$ cat config.mk
export PLATFORM = sky130hd
export DESIGN_NAME = engine_cycle_angle_scheduler_core_flat
export DESIGN_NICKNAME = d
export VERILOG_FILES = /design/src/design/ecas_pkg.sv /design/src/design/ecas_if.sv /design/src/design/ecas_seq.sv /design/src/design/ecas_dp.sv /design/src/design/engine_cycle_angle_scheduler_core.sv /design/src/flat_wrapper.sv
export SDC_FILE = /design/constraint.sdc
export NUM_CORES = 1
export LEC_CHECK = 0
export BUFFER_PORTS_ARGS = -buffer_cell sky130_fd_sc_hd__buf_4
export CAP_MARGIN = 15
export CORE_UTILIZATION = 55
export DETAILED_ROUTE_END_ITERATION = 8
export PLACE_DENSITY = 0.74
export SLEW_MARGIN = 25
export SYNTH_ARGS = -nofsm -noshare
export SYNTH_HDL_FRONTEND = slang
export SYNTH_SLANG_ARGS = --single-unit
export TNS_END_PERCENT = 100
$ cat constraint.sdc
create_clock -name clk -period 18.86 [get_ports clk]
set_clock_uncertainty 0.05 [all_clocks]
set_input_delay 2.829 -clock clk [delete_from_list [all_inputs] [get_ports clk]]
set_output_delay 2.829 -clock clk [all_outputs]
set_load 0.005 [all_outputs]
$ cat src/design/ecas_pkg.sv
`timescale 1ns / 1ps
// ---------------------------------------------------------------------------
// Engine cycle angle scheduler package
// Word types, constants, angle helpers and the sequencer control store.
// ---------------------------------------------------------------------------
package ecas_pkg;

	localparam int NUM_CYL   = 4;
	localparam int NUM_SLOTS = (NUM_CYL > 4) ? 4 : NUM_CYL;
	localparam int SLOT_W    = 2;

	localparam int CFG_IDX_W  = 3;
	localparam int CFG_DATA_W = 10;

	localparam logic [15:0] PW_MAX      = 16'd65000;
	localparam logic [12:0] ANG_X10     = 13'd7200;
	localparam logic [9:0]  ANG_DEG     = 10'd720;
	localparam logic [9:0]  HALF_DEG    = 10'd360;
	localparam logic [6:0]  TEETH_REV   = 7'd60;
	localparam logic [6:0]  WHEEL_POS_N = 7'd120;

	localparam int INJ_LEAD_TEETH = 14;
	localparam int IGN_LEAD_TEETH = 4;
	localparam logic [9:0] INJ_OFF = 10'(INJ_LEAD_TEETH * 360 / 60);
	localparam logic [9:0] IGN_OFF = 10'(IGN_LEAD_TEETH * 360 / 60);

	// five turns of 7200 lift any 16-bit advance to a positive value
	localparam logic [16:0] ADV_BIAS    = 17'd36000;
	localparam logic [12:0] DIV10_RECIP = 13'd6554;
	localparam logic [7:0]  DIV6_RECIP  = 8'd171;

	localparam logic [15:0]        HELD_PULSE_RST = 16'd1000;
	localparam logic [15:0]        HELD_DEAD_RST  = 16'd100;
	localparam logic [12:0]        HELD_SOI_RST   = 13'd100;
	localparam logic signed [15:0] HELD_ADV_RST   = 16'sd100;
	localparam logic [12:0]        HELD_DWELL_RST = 13'd1000;

	localparam logic [7:0] FIRING_SLOTS_RST = 8'd120;
	localparam logic [9:0] TDC0_RST = 10'd0;
	localparam logic [9:0] TDC1_RST = 10'd540;
	localparam logic [9:0] TDC2_RST = 10'd180;
	localparam logic [9:0] TDC3_RST = 10'd360;

	typedef enum logic [CFG_IDX_W-1:0] {
		REG_FIRING_SLOTS = 3'd0,
		REG_TDC0         = 3'd1,
		REG_TDC1         = 3'd2,
		REG_TDC2         = 3'd3,
		REG_TDC3         = 3'd4
	} reg_idx_t;

	typedef enum logic {
		OP_APPLY  = 1'b0,
		OP_REPLAY = 1'b1
	} upd_op_t;

	typedef logic [3:0][9:0] tdc_arr_t;

	typedef struct packed {
		upd_op_t            op;
		logic [31:0]        pulse_request;
		logic [15:0]        dead_time;
		logic [12:0]        soi_offset;
		logic signed [15:0] spark_advance;
		logic [12:0]        dwell_angle_in;
	} upd_t;

	typedef struct packed {
		logic [SLOT_W-1:0] slot;
		logic [1:0]        cylinder;
		logic [15:0]       pulse_ticks;
		logic [15:0]       dead_time_out;
		logic [12:0]       soi_angle;
		logic [12:0]       spark_angle;
		logic [12:0]       dwell_start_angle;
		logic [6:0]        inj_trigger_pos;
		logic [6:0]        coil_set_pos;
		logic [6:0]        coil_clear_pos;
		logic              was_clamped;
		logic              last;
	} res_t;

	// datapath operations
	typedef enum logic [3:0] {
		DP_NOP,
		DP_LOAD,
		DP_PREP,
		DP_RED,
		DP_SLOT_A,
		DP_SLOT_B,
		DP_SLOT_C,
		DP_SLOT_D,
		DP_EMIT
	} dp_op_t;

	// sequencer branch kinds
	typedef enum logic [1:0] {
		BR_NEXT,
		BR_WAIT_IN,
		BR_EMIT,
		BR_JUMP
	} br_t;

	typedef logic [3:0] step_t;

	localparam step_t STEP_IDLE = 4'd0;
	localparam step_t STEP_SLOT = 4'd6;

	typedef struct packed {
		dp_op_t     op;
		logic [1:0] red_shift;
		br_t        br;
		step_t      target;
	} ctrl_t;

	typedef struct packed {
		logic out_busy;
		logic last_slot;
	} stat_t;

	// control store: one word per step
	function automatic ctrl_t ucode(input step_t s);
		ctrl_t w;
		w = '{op: DP_NOP, red_shift: 2'd0, br: BR_JUMP, target: STEP_IDLE};
		case (s)
			4'd0:  w = '{op: DP_LOAD,   red_shift: 2'd0, br: BR_WAIT_IN, target: STEP_IDLE};
			4'd1:  w = '{op: DP_PREP,   red_shift: 2'd0, br: BR_NEXT,    target: STEP_IDLE};
			4'd2:  w = '{op: DP_RED,    red_shift: 2'd3, br: BR_NEXT,    target: STEP_IDLE};
			4'd3:  w = '{op: DP_RED,    red_shift: 2'd2, br: BR_NEXT,    target: STEP_IDLE};
			4'd4:  w = '{op: DP_RED,    red_shift: 2'd1, br: BR_NEXT,    target: STEP_IDLE};
			4'd5:  w = '{op: DP_RED,    red_shift: 2'd0, br: BR_NEXT,    target: STEP_IDLE};
			4'd6:  w = '{op: DP_SLOT_A, red_shift: 2'd0, br: BR_NEXT,    target: STEP_IDLE};
			4'd7:  w = '{op: DP_SLOT_B, red_shift: 2'd0, br: BR_NEXT,    target: STEP_IDLE};
			4'd8:  w = '{op: DP_SLOT_C, red_shift: 2'd0, br: BR_NEXT,    target: STEP_IDLE};
			4'd9:  w = '{op: DP_SLOT_D, red_shift: 2'd0, br: BR_NEXT,    target: STEP_IDLE};
			4'd10: w = '{op: DP_EMIT,   red_shift: 2'd0, br: BR_EMIT,    target: STEP_SLOT};
			default: w = '{op: DP_NOP,  red_shift: 2'd0, br: BR_JUMP,    target: STEP_IDLE};
		endcase
		return w;
	endfunction

	function automatic logic [9:0] mod720(input logic [9:0] x);
		return (x >= ANG_DEG) ? 10'(x - ANG_DEG) : x;
	endfunction

	function automatic logic [12:0] mod7200(input logic [12:0] x);
		return (x >= ANG_X10) ? 13'(x - ANG_X10) : x;
	endfunction

	// (a - b) mod 7200 for a, b already below 7200
	function automatic logic [12:0] angle_sub(input logic [12:0] a, input logic [12:0] b);
		logic [13:0] t;
		t = {1'b0, a} + {1'b0, ANG_X10} - {1'b0, b};
		return (t >= {1'b0, ANG_X10}) ? 13'(t - {1'b0, ANG_X10}) : t[12:0];
	endfunction

	// x / 10 for x below 7200, by reciprocal
	function automatic logic [9:0] div10(input logic [12:0] x);
		logic [25:0] p;
		p = {13'b0, x} * {13'b0, DIV10_RECIP};
		return p[25:16];
	endfunction

	function automatic logic [9:0] back_deg(input logic [9:0] deg, input logic [9:0] off);
		return (deg >= off) ? 10'(deg - off) : 10'(deg + ANG_DEG - off);
	endfunction

	// whole degrees to phase*60 + tooth, six degrees per tooth
	function automatic logic [6:0] wheel_pos(input logic [9:0] deg);
		logic        ph;
		logic [8:0]  r;
		logic [16:0] p;
		logic [6:0]  tooth;
		ph    = (deg >= HALF_DEG);
		r     = ph ? 9'(deg - HALF_DEG) : deg[8:0];
		p     = {8'b0, r} * {9'b0, DIV6_RECIP};
		tooth = p[16:10];
		return ph ? 7'(tooth + TEETH_REV) : tooth;
	endfunction

endpackage

$ cat src/design/ecas_if.sv
`timescale 1ns / 1ps
// ---------------------------------------------------------------------------
// Scheduler channels
// Valid/ready channels for update words in and slot result words out.
// ---------------------------------------------------------------------------
interface ecas_upd_if;
	import ecas_pkg::*;
	logic valid;
	logic ready;
	upd_t data;
	modport source (output valid, output data, input ready);
	modport sink   (input valid, input data, output ready);
endinterface

interface ecas_res_if;
	import ecas_pkg::*;
	logic valid;
	logic ready;
	res_t data;
	modport source (output valid, output data, input ready);
	modport sink   (input valid, input data, output ready);
endinterface

$ cat src/design/ecas_seq.sv
`timescale 1ns / 1ps
// ---------------------------------------------------------------------------
// Scheduler sequencer
// Step counter over the control store, with waits and conditional jumps.
// ---------------------------------------------------------------------------
module ecas_seq (
	input  logic            clk,
	input  logic            arst_n,
	input  logic            upd_fire,
	input  ecas_pkg::stat_t stat,
	output ecas_pkg::ctrl_t ctrl
);
	import ecas_pkg::*;

	step_t step_q;
	step_t step_nxt;

	assign ctrl = ucode(step_q);

	always_comb begin
		case (ctrl.br)
			BR_NEXT:    step_nxt = 4'(step_q + 4'd1);
			BR_WAIT_IN: step_nxt = upd_fire ? 4'(step_q + 4'd1) : step_q;
			BR_EMIT: begin
				// hold while the result register is still full
				if (stat.out_busy)
					step_nxt = step_q;
				else if (stat.last_slot)
					step_nxt = STEP_IDLE;
				else
					step_nxt = ctrl.target;
			end
			BR_JUMP:    step_nxt = ctrl.target;
			default:    step_nxt = STEP_IDLE;
		endcase
	end

	always_ff @(posedge clk or negedge arst_n) begin
		if (!arst_n) begin
			step_q <= STEP_IDLE;
		end else begin
			step_q <= step_nxt;
		end
	end

endmodule

$ cat src/design/ecas_dp.sv
`timescale 1ns / 1ps
// ---------------------------------------------------------------------------
// Scheduler datapath
// Held update values, advance reduction, per-slot angle and trigger math
// and the result register.
// ---------------------------------------------------------------------------
module ecas_dp (
	input  logic               clk,
	input  logic               arst_n,
	input  ecas_pkg::ctrl_t    ctrl,
	input  logic               upd_fire,
	input  ecas_pkg::upd_t     upd_data,
	input  logic [7:0]         firing_slots,
	input  ecas_pkg::tdc_arr_t tdc_cfg,
	output ecas_pkg::stat_t    stat,
	output logic               res_valid,
	input  logic               res_ready,
	output ecas_pkg::res_t     res_data
);
	import ecas_pkg::*;

	// held update values
	logic [15:0]        held_pulse_q;
	logic [15:0]        held_dead_q;
	logic [12:0]        held_soi_q;
	logic signed [15:0] held_adv_q;
	logic [12:0]        held_dwell_q;
	logic [31:0]        clamp_count_q;
	logic               clamped_q;

	logic [SLOT_W-1:0]  slot_q;
	logic               res_valid_q;
	res_t               res_q;

	// work registers
	logic [12:0] soi_m_q;
	logic [12:0] dwell_m_q;
	logic [16:0] acc_q;
	logic [1:0]  cyl_q;
	logic [9:0]  tdc_deg_q;
	logic [12:0] soi_q;
	logic [12:0] spark_q;
	logic [9:0]  inj_deg_q;
	logic [12:0] dws_q;
	logic [9:0]  spark_deg_q;
	logic [6:0]  inj_pos_q;
	logic [9:0]  dws_deg_q;
	logic [6:0]  clear_pos_q;

	logic        out_busy;
	logic        emit;
	logic [1:0]  cyl_sel;
	logic [16:0] red_sub;
	logic [12:0] tdc_x10;

	assign out_busy       = res_valid_q && !res_ready;
	assign emit           = (ctrl.op == DP_EMIT) && !out_busy;
	assign stat.out_busy  = out_busy;
	assign stat.last_slot = (slot_q == SLOT_W'(NUM_SLOTS - 1));

	assign cyl_sel = firing_slots[{slot_q, 1'b0} +: 2];
	assign red_sub = {4'b0, ANG_X10} << ctrl.red_shift;
	assign tdc_x10 = ({3'b0, tdc_deg_q} << 3) + ({3'b0, tdc_deg_q} << 1);

	assign res_valid = res_valid_q;
	assign res_data  = res_q;

	always_ff @(posedge clk or negedge arst_n) begin
		if (!arst_n) begin
			held_pulse_q  <= HELD_PULSE_RST;
			held_dead_q   <= HELD_DEAD_RST;
			held_soi_q    <= HELD_SOI_RST;
			held_adv_q    <= HELD_ADV_RST;
			held_dwell_q  <= HELD_DWELL_RST;
			clamp_count_q <= '0;
			clamped_q     <= 1'b0;
			slot_q        <= '0;
			res_valid_q   <= 1'b0;
		end else begin
			if ((ctrl.op == DP_LOAD) && upd_fire) begin
				if (upd_data.op == OP_APPLY) begin
					if (upd_data.pulse_request > {16'b0, PW_MAX}) begin
						held_pulse_q  <= PW_MAX;
						clamped_q     <= 1'b1;
						clamp_count_q <= clamp_count_q + 32'd1;
					end else begin
						held_pulse_q <= upd_data.pulse_request[15:0];
						clamped_q    <= 1'b0;
					end
					held_dead_q  <= upd_data.dead_time;
					held_soi_q   <= upd_data.soi_offset;
					held_adv_q   <= upd_data.spark_advance;
					held_dwell_q <= upd_data.dwell_angle_in;
				end else begin
					clamped_q <= 1'b0;
				end
			end
			if (ctrl.op == DP_PREP)
				slot_q <= '0;
			else if (emit)
				slot_q <= SLOT_W'(slot_q + 1'b1);
			if (emit)
				res_valid_q <= 1'b1;
			else if (res_ready)
				res_valid_q <= 1'b0;
		end
	end

	always_ff @(posedge clk) begin
		case (ctrl.op)
			DP_PREP: begin
				soi_m_q   <= mod7200(held_soi_q);
				dwell_m_q <= mod7200(held_dwell_q);
				acc_q     <= {held_adv_q[15], held_adv_q} + ADV_BIAS;
			end
			DP_RED: begin
				// binary reduction of the biased advance modulo 7200
				if (acc_q >= red_sub)
					acc_q <= acc_q - red_sub;
			end
			DP_SLOT_A: begin
				cyl_q     <= cyl_sel;
				tdc_deg_q <= mod720(tdc_cfg[cyl_sel]);
			end
			DP_SLOT_B: begin
				soi_q     <= angle_sub(tdc_x10, soi_m_q);
				spark_q   <= angle_sub(tdc_x10, acc_q[12:0]);
				inj_deg_q <= back_deg(tdc_deg_q, INJ_OFF);
			end
			DP_SLOT_C: begin
				dws_q       <= angle_sub(spark_q, dwell_m_q);
				spark_deg_q <= div10(spark_q);
				inj_pos_q   <= wheel_pos(inj_deg_q);
			end
			DP_SLOT_D: begin
				dws_deg_q   <= div10(dws_q);
				clear_pos_q <= wheel_pos(back_deg(spark_deg_q, IGN_OFF));
			end
			DP_EMIT: begin
				if (!out_busy) begin
					res_q.slot              <= slot_q;
					res_q.cylinder          <= cyl_q;
					res_q.pulse_ticks       <= held_pulse_q;
					res_q.dead_time_out     <= held_dead_q;
					res_q.soi_angle         <= soi_q;
					res_q.spark_angle       <= spark_q;
					res_q.dwell_start_angle <= dws_q;
					res_q.inj_trigger_pos   <= inj_pos_q;
					res_q.coil_set_pos      <= wheel_pos(back_deg(dws_deg_q, IGN_OFF));
					res_q.coil_clear_pos    <= clear_pos_q;
					res_q.was_clamped       <= clamped_q;
					res_q.last              <= stat.last_slot;
				end
			end
			default: ;
		endcase
	end

endmodule

$ cat src/design/engine_cycle_angle_scheduler_core.sv
`timescale 1ns / 1ps
// ---------------------------------------------------------------------------
// Engine cycle angle scheduler
// Takes an update word and returns one schedule word per firing slot.
// ---------------------------------------------------------------------------
//  channel  dir  handshake      word
//  upd      in   valid/ready    update: op, pulse, dead time, SOI, advance, dwell
//  res      out  valid/ready    slot schedule, one per slot, last flags slot 3
//  wr_*     in   wr_en only     register write, index 0 slots, 1..4 TDC offsets
//
// An update runs from accept to the next accept as one accept step,
// one setup step, four compare-subtract steps reducing the spark advance
// modulo 7200, then five control-store steps per slot.
// upd.ready is high only in the idle step; a stalled res holds the emit step.
// arst_n restores register defaults and held values and empties res.
// ---------------------------------------------------------------------------
module engine_cycle_angle_scheduler_core (
	input  logic                               clk,
	input  logic                               arst_n,
	ecas_upd_if.sink                           upd,
	ecas_res_if.source                         res,
	input  logic                               wr_en,
	input  logic [ecas_pkg::CFG_IDX_W-1:0]     wr_index,
	input  logic [ecas_pkg::CFG_DATA_W-1:0]    wr_data
);
	import ecas_pkg::*;

	logic [7:0] firing_slots_q;
	tdc_arr_t   tdc_q;
	ctrl_t      ctrl;
	stat_t      stat;
	logic       upd_fire;

	assign upd.ready = (ctrl.br == BR_WAIT_IN);
	assign upd_fire  = upd.valid && upd.ready;

	always_ff @(posedge clk or negedge arst_n) begin
		if (!arst_n) begin
			firing_slots_q <= FIRING_SLOTS_RST;
			tdc_q[0]       <= TDC0_RST;
			tdc_q[1]       <= TDC1_RST;
			tdc_q[2]       <= TDC2_RST;
			tdc_q[3]       <= TDC3_RST;
		end else if (wr_en) begin
			case (reg_idx_t'(wr_index))
				REG_FIRING_SLOTS: firing_slots_q <= wr_data[7:0];
				REG_TDC0:         tdc_q[0] <= wr_data;
				REG_TDC1:         tdc_q[1] <= wr_data;
				REG_TDC2:         tdc_q[2] <= wr_data;
				REG_TDC3:         tdc_q[3] <= wr_data;
				default: ;
			endcase
		end
	end

	ecas_seq u_seq (
		.clk      (clk),
		.arst_n   (arst_n),
		.upd_fire (upd_fire),
		.stat     (stat),
		.ctrl     (ctrl)
	);

	ecas_dp u_dp (
		.clk          (clk),
		.arst_n       (arst_n),
		.ctrl         (ctrl),
		.upd_fire     (upd_fire),
		.upd_data     (upd.data),
		.firing_slots (firing_slots_q),
		.tdc_cfg      (tdc_q),
		.stat         (stat),
		.res_valid    (res.valid),
		.res_ready    (res.ready),
		.res_data     (res.data)
	);

endmodule

$ cat src/flat_wrapper.sv
// flat-port wrapper written by rule: the top's interface ports become plain ports
module engine_cycle_angle_scheduler_core_flat import ecas_pkg::*;
  (clk, arst_n, wr_en, wr_index, wr_data, upd_valid, upd_data, upd_ready, res_valid, res_data, res_ready);
  ecas_upd_if upd_i ();
  ecas_res_if res_i ();
  input  logic clk;
  input  logic arst_n;
  input  logic wr_en;
  input  logic [ecas_pkg::CFG_IDX_W-1:0] wr_index;
  input  logic [ecas_pkg::CFG_DATA_W-1:0] wr_data;
  input wire logic [$bits(upd_i.valid)-1:0] upd_valid;
  input wire logic [$bits(upd_i.data)-1:0] upd_data;
  output wire logic [$bits(upd_i.ready)-1:0] upd_ready;
  output wire logic [$bits(res_i.valid)-1:0] res_valid;
  output wire logic [$bits(res_i.data)-1:0] res_data;
  input wire logic [$bits(res_i.ready)-1:0] res_ready;
  assign upd_i.valid = upd_valid;
  assign upd_i.data = upd_data;
  assign upd_ready = upd_i.ready;
  assign res_valid = res_i.valid;
  assign res_data = res_i.data;
  assign res_i.ready = res_ready;
  engine_cycle_angle_scheduler_core u_core (.clk(clk), .arst_n(arst_n), .upd(upd_i), .res(res_i), .wr_en(wr_en), .wr_index(wr_index), .wr_data(wr_data));
endmodule
Yosys cells after proc, flatten, opt, wreduce, memory -nomap -nowiden --
Memories as Yosys holds them, arrays and structs flattened. Index checks and enable logic that the tools add are counted.
Word-level totals: output and inout bits 100, bits in read-only memories 160, input bits 109, register bits after elaboration 366, memories kept 1
Memories:
- (name not given) | depth 16, bits a word 10, rd ports 1, clocked after memory_dff 0, wr ports 0, line ecas_pkg.sv:125 | case (s)
Operators by class: reduce and logical (&&, ||, !) cells 20, equality and inequality tests 19, mux-type cells 30, order comparisons 15, add/subtract/negate cells 31, $mul 5, bitwise logic cells 2, shift operators 2
Operator list (count):
- $mux W13 | 5
- $sub A13 B13 Y13 const B | 5
- $mul A9 B8 Y17 const B | 3
- $mul A13 B12 Y25 const B | 2
- $mux W10 | 5
- $ge A14 B13 Y1 const B | 3
- $sub A14 B13 Y14 | 3
- $sub A10 B5 Y10 const B | 4
- $pmux W17 S2 | 1
- $gt A32 B16 Y1 const B | 1
- $add A10 B10 Y10 const B | 3
- $ge A10 B9 Y1 const B | 3
- $add A13 B13 Y14 const B | 2
- $mux W9 | 3
- $sub A9 B9 Y9 const B | 3
- $ge A13 B13 Y1 const B | 2
- $add A7 B6 Y7 const B | 3
- $mux W7 | 3
- $bmux W10 S2 | 1
- $ge A10 B5 Y1 const B | 2
- $sub A10 B7 Y10 const B | 2
- $reduce_and A2 Y1 | 9
- $add A17 B16 Y17 const B | 1
- $ge A17 B17 Y1 | 1
- other kinds (32) | 54

Depth between registers and ports, before layout --
word-level depth 8, depth in mapped cells 28, depth with buffers taken out 27

By module --
From an unflattened synthesis, not the netlist that was laid out.
Unflattened totals: cells, all modules 2414, area total of the unflattened synthesis 27485.1 um^2
Modules (own cells, without submodules):
- ecas_dp | area each 25177.9 um^2, cells an instance 2253, seq. area each 9064.9 um^2, instances 1
- engine_cycle_angle_scheduler_core | area each 1861.8 um^2, cells an instance 107, seq. area each 1221.2 um^2, instances 1
- ecas_seq | area each 445.4 um^2, cells an instance 54, seq. area each 100.1 um^2, instances 1

Worst setup path before layout --
OpenSTA, ideal clock, no wires.
kind register to register, start register u_core.u_dp.spark_deg_q[3], end register u_core.u_dp.clear_pos_q[5], data pin, slack 12456 ps, buffers on the path 1, period minus slack after synthesis 6404 ps, cell stages (with the launch flop) 24, arrival 6091 ps, setup time 264 ps, data required time 18546 ps, cells stage by stage edfxtp_1 -> buf_2 -> a2111o_1 -> o21a_1 -> o31a_1 -> a211o_1 -> a31oi_4 -> xnor2_1 -> ha_1 -> fa_1 -> fa_1 -> inv_1 -> fa_1 -> inv_1 -> ha_1 -> nor4_1 -> o211ai_1 -> and3_1 -> nor3_1 -> nor3b_1 -> o21ai_1 -> nor4b_2 -> a221oi_1 -> xnor2_1
On the way: word-level cells in the longest chain between the ends 8, elaborated cells between the ends (all ways) 11, classes of those cells add/sub: 5; mul: 1; order compare: 2; mux: 3
RTL lines:
- start, declared | line ecas_dp.sv:45 | logic [9:0] spark_deg_q;
- start signal, assigned | line ecas_dp.sv:132 | spark_deg_q <= div10(spark_q);
- $add A10 B10 Y10 | line ecas_pkg.sv:165 | return (deg >= off) ? 10'(deg - off) : 10'(deg + ANG_DEG - off);
- $sub A10 B5 Y10 | line ecas_pkg.sv:165
- $mux W10 (*) | line ecas_pkg.sv:165
- $sub A9 B9 Y9 / $ge A10 B9 Y1 (equally long branches) | line ecas_pkg.sv:175, ecas_pkg.sv:174
- $mux W9 | line ecas_pkg.sv:175 | r = ph ? 9'(deg - HALF_DEG) : deg[8:0];
- $mul A9 B8 Y17 | line ecas_pkg.sv:176 | p = {8'b0, r} * {9'b0, DIV6_RECIP};
- $add A7 B6 Y7 | line ecas_pkg.sv:178 | return ph ? 7'(tooth + TEETH_REV) : tooth;
- $mux W7 (*) | line ecas_pkg.sv:178
- end signal, assigned | line ecas_dp.sv:137 | clear_pos_q <= wheel_pos(back_deg(spark_deg_q, IGN_OFF));
- end, declared | line ecas_dp.sv:48 | logic [6:0] clear_pos_q;
Every way passes the cells marked *; elsewhere a longest branch is shown, timed or not. A chain may end at the register's enable or synchronous reset.

Worst setup path in the final report --
start register u_core.u_dp.dws_deg_q[3], end register u_core.u_dp.res_q, in the netlist u_core.u_dp.res_data[13], data pin
On the way: word-level cells in the longest chain between the ends 8, elaborated cells between the ends (all ways) 11, classes of those cells add/sub: 5; mul: 1; order compare: 2; mux: 3
RTL lines:
- start, declared | line ecas_dp.sv:47 | logic [9:0] dws_deg_q;
- start signal, assigned | line ecas_dp.sv:136 | dws_deg_q <= div10(dws_q);
- $add A10 B10 Y10 | line ecas_pkg.sv:165
- $sub A10 B5 Y10 | line ecas_pkg.sv:165
- $mux W10 (*) | line ecas_pkg.sv:165
- $sub A9 B9 Y9 / $ge A10 B9 Y1 (equally long branches) | line ecas_pkg.sv:175, ecas_pkg.sv:174
- $mux W9 | line ecas_pkg.sv:175
- $mul A9 B8 Y17 | line ecas_pkg.sv:176
- $add A7 B6 Y7 | line ecas_pkg.sv:178
- $mux W7 (*) | line ecas_pkg.sv:178
- end, declared | line ecas_dp.sv:33 | res_t res_q;
Marked as above.

==> metrics.txt <==
outcome=finished, final reports clean; Min Clock Period, post-route=7190 ps; CTS Buffer Depth=3; reg2reg end=u_core.u_dp.res_data[13]; vias in the first global route=19598; fin crit share=38.1%; Setup crit end kind=flip-flop; synthesis-to-finish area growth=13.9%; Overflow after GRT=0; clock slew at reported path FFs=60 ps; Routed WL per cell=16.5 microns; num ports=209; num rows=81; cts hold-fix bufs=0; Post-route DRC=0; die height=225 microns; Post-Synthesis Cells=2533; Yosys reg bits=366; Synth Flop Type=edfxtp_1; TritonCTS clock tree=yes; Arr. time, crit path=7450 ps; Mean Syn Cell Area=10.8 sq um; Worst-Skew Late Latency=580 ps; commonest non-fill, non-tap cells in the layout=ha_1, inv_1, nand2_1, edfxtp_1, buf_4; R2R depth=25; Die W=225 microns; HP Class=reg2reg; DR iter-0 viols=946; commonest non-fill, non-tap cell in the layout=ha_1; register area share after synthesis=38.0%; asr flop ratio synth=35.5%; Root Buffer=clkbuf_16; final worst slack=11670 ps; Setup WS pre-CTS=11710 ps; startpoint type of the worst setup path=flip-flop; biggest cell delay along the critical path=540 ps; Nets=3404; Starting Density=55.8%; clock buffer count from CTS=41; flop2flop setup slack=11670 ps; RR Startpoint=u_core.u_dp.dws_deg_q[3]; Clock Sinks=366; drt total wl=56.9 mm; synth warn=0; Worst Setup EP=u_core.u_dp.res_data[13]; Slew Limit Headroom=29.3%; post-cts sizing count=0; crit path launch=u_core.u_dp.dws_deg_q[3]; Max Cap Viol=0; pin count of the biggest net entering global routing=82; Crit Path Class=reg2reg; die area=50600 sq um; global-route wire length before repair=93.7 mm; vias per cell=5.44; CP delay by family, top=compound AO/OA/AOI/OAI gates; Crit-path slowest cell=edfxtp_1; initial antenna violation count=0; Final TNS setup=0 ps; fin. max-slew vios=0; share of post-route cells with drive strength above 1=15.0%; Yosys cell types=89; core box area=49000 sq um; unrepaired setup endpoints after global routing=false; non-filler cells in the finished layout=3451; Tightest Pin Transition=1060 ps; Hold Fails Final Rpt=0; H-tree lvl count=2; Net Count, Synth=3183; post-DP HPWL=44.3 mm; max frequency=139 MHz; Layout Utilization=63.6%; Setup-failing EPs final=0; Critical Path RT=19120 ps; Synth Cell Area=27300 sq um; Worst Path Max Fanout=10; total track usage=23.0%; post-CTS setup buffers=0; PortBufs=208; routability congestion estimate=0.902; ant diodes=0; router iterations before antenna repair=7; via count=18778; post-route ant nets=0; Post-synth EDFFs=236; Placed Cells incl. Taps=3374; WP buf/inv=3; Stages on worst setup path=25
## cells in the mapped netlist, types with 54 or more instances
cell,number,area share (%)
o21ai_0,86,1.6
xor2_1,58,1.9
nand2_1,282,3.9
edfxtp_1,236,26
a21oi_1,92,1.7
nor2_1,114,1.6
mux2_2,54,2.2
inv_1,371,5.1
fa_1,135,9.9
xnor2_1,89,2.9
dfrtp_1,93,8.5
ha_1,406,19
## cell families (layout without fill, tap and decap cells)
logic type                 count (synthesis)  after routing  synth area share, %
adders and majority gates                542            542                 28.5
and+or+nand+nor                          618            618                 10.4
DFF                                      366            366                 38.0
buffers and inverters                    409            663                 5.67
xor gates and xnor gates                 147            147                 4.71
AOI/OAI and AO/OA                        373            373                 9.04
muxes                                     78             78                 3.66
## state kept, by name (all words and copies together) (netlist names), 16 cells and up
register,cells
u_core.u_dp.held_dead_q,16
u_core.tdc_q,40
u_core.u_dp.held_adv_q,16
u_core.u_dp.acc_q,17
u_core.u_dp.held_pulse_q,16
u_core.u_dp.res_data,98
## stage by stage
step	hold WS [ps]	cell area, sq um
finish	367	31100
global route	381	31100
CTS	368	31100
detailed placement	355	29700
global placement	352	29600
floorplan	350	27300
## how the worst min path moves through the flow
stage	start	endpoint	slack [ps]	cells past startpoint
after detailed placement	u_core.u_dp.clear_pos_q[2]	u_core.u_dp.res_data[4]	360	0
after floorplan	u_core.u_dp.inj_pos_q[0]	u_core.u_dp.res_data[16]	350	0
final	u_core.u_dp.clear_pos_q[2]	u_core.u_dp.res_data[4]	370	0
after global routing	u_core.u_dp.clear_pos_q[2]	u_core.u_dp.res_data[4]	380	0
after CTS	u_core.u_dp.clear_pos_q[2]	u_core.u_dp.res_data[4]	370	0
after global placement	u_core.u_dp.clear_pos_q[0]	u_core.u_dp.res_data[2]	350	0
## metal layers
metal	track usage, %	vias up	routed length (microns)
met3	4.01	105	3020
met5	0	-	0
met2	40.7	423	28000
met4	7.22	0	1470
met1	28.4	9038	24500
li1	-	9212	-
## layout make-up
type / instances / area (sq um)
Fill cell: 3834 / 17800
Multi-Input combinational cell: 1758 / 15400
Sequential cell: 366 / 10400
Timing Repair Buffer: 216 / 1650
Inverter: 371 / 1400
Clock buffer: 58 / 1170
Tap cell: 664 / 831
Clock inverter: 18 / 235
## worst register-to-register path: cells and delay by family, from the launching register on
| kind | cells | cell delay, ps |
|---|---|---|
| AO/OA/AOI/OAI | 9 | 2630 |
| flip-flops | 1 | 540 |
| XOR/XNOR | 4 | 930 |
| adder cells (fa/ha/maj) | 6 | 2310 |
| AND/OR/NAND/NOR | 3 | 270 |
| buffers and inverters | 3 | 220 |
Power is not shown: default switching activity piles up to over one toggle a cycle in this logic, so the estimate is an artifact.
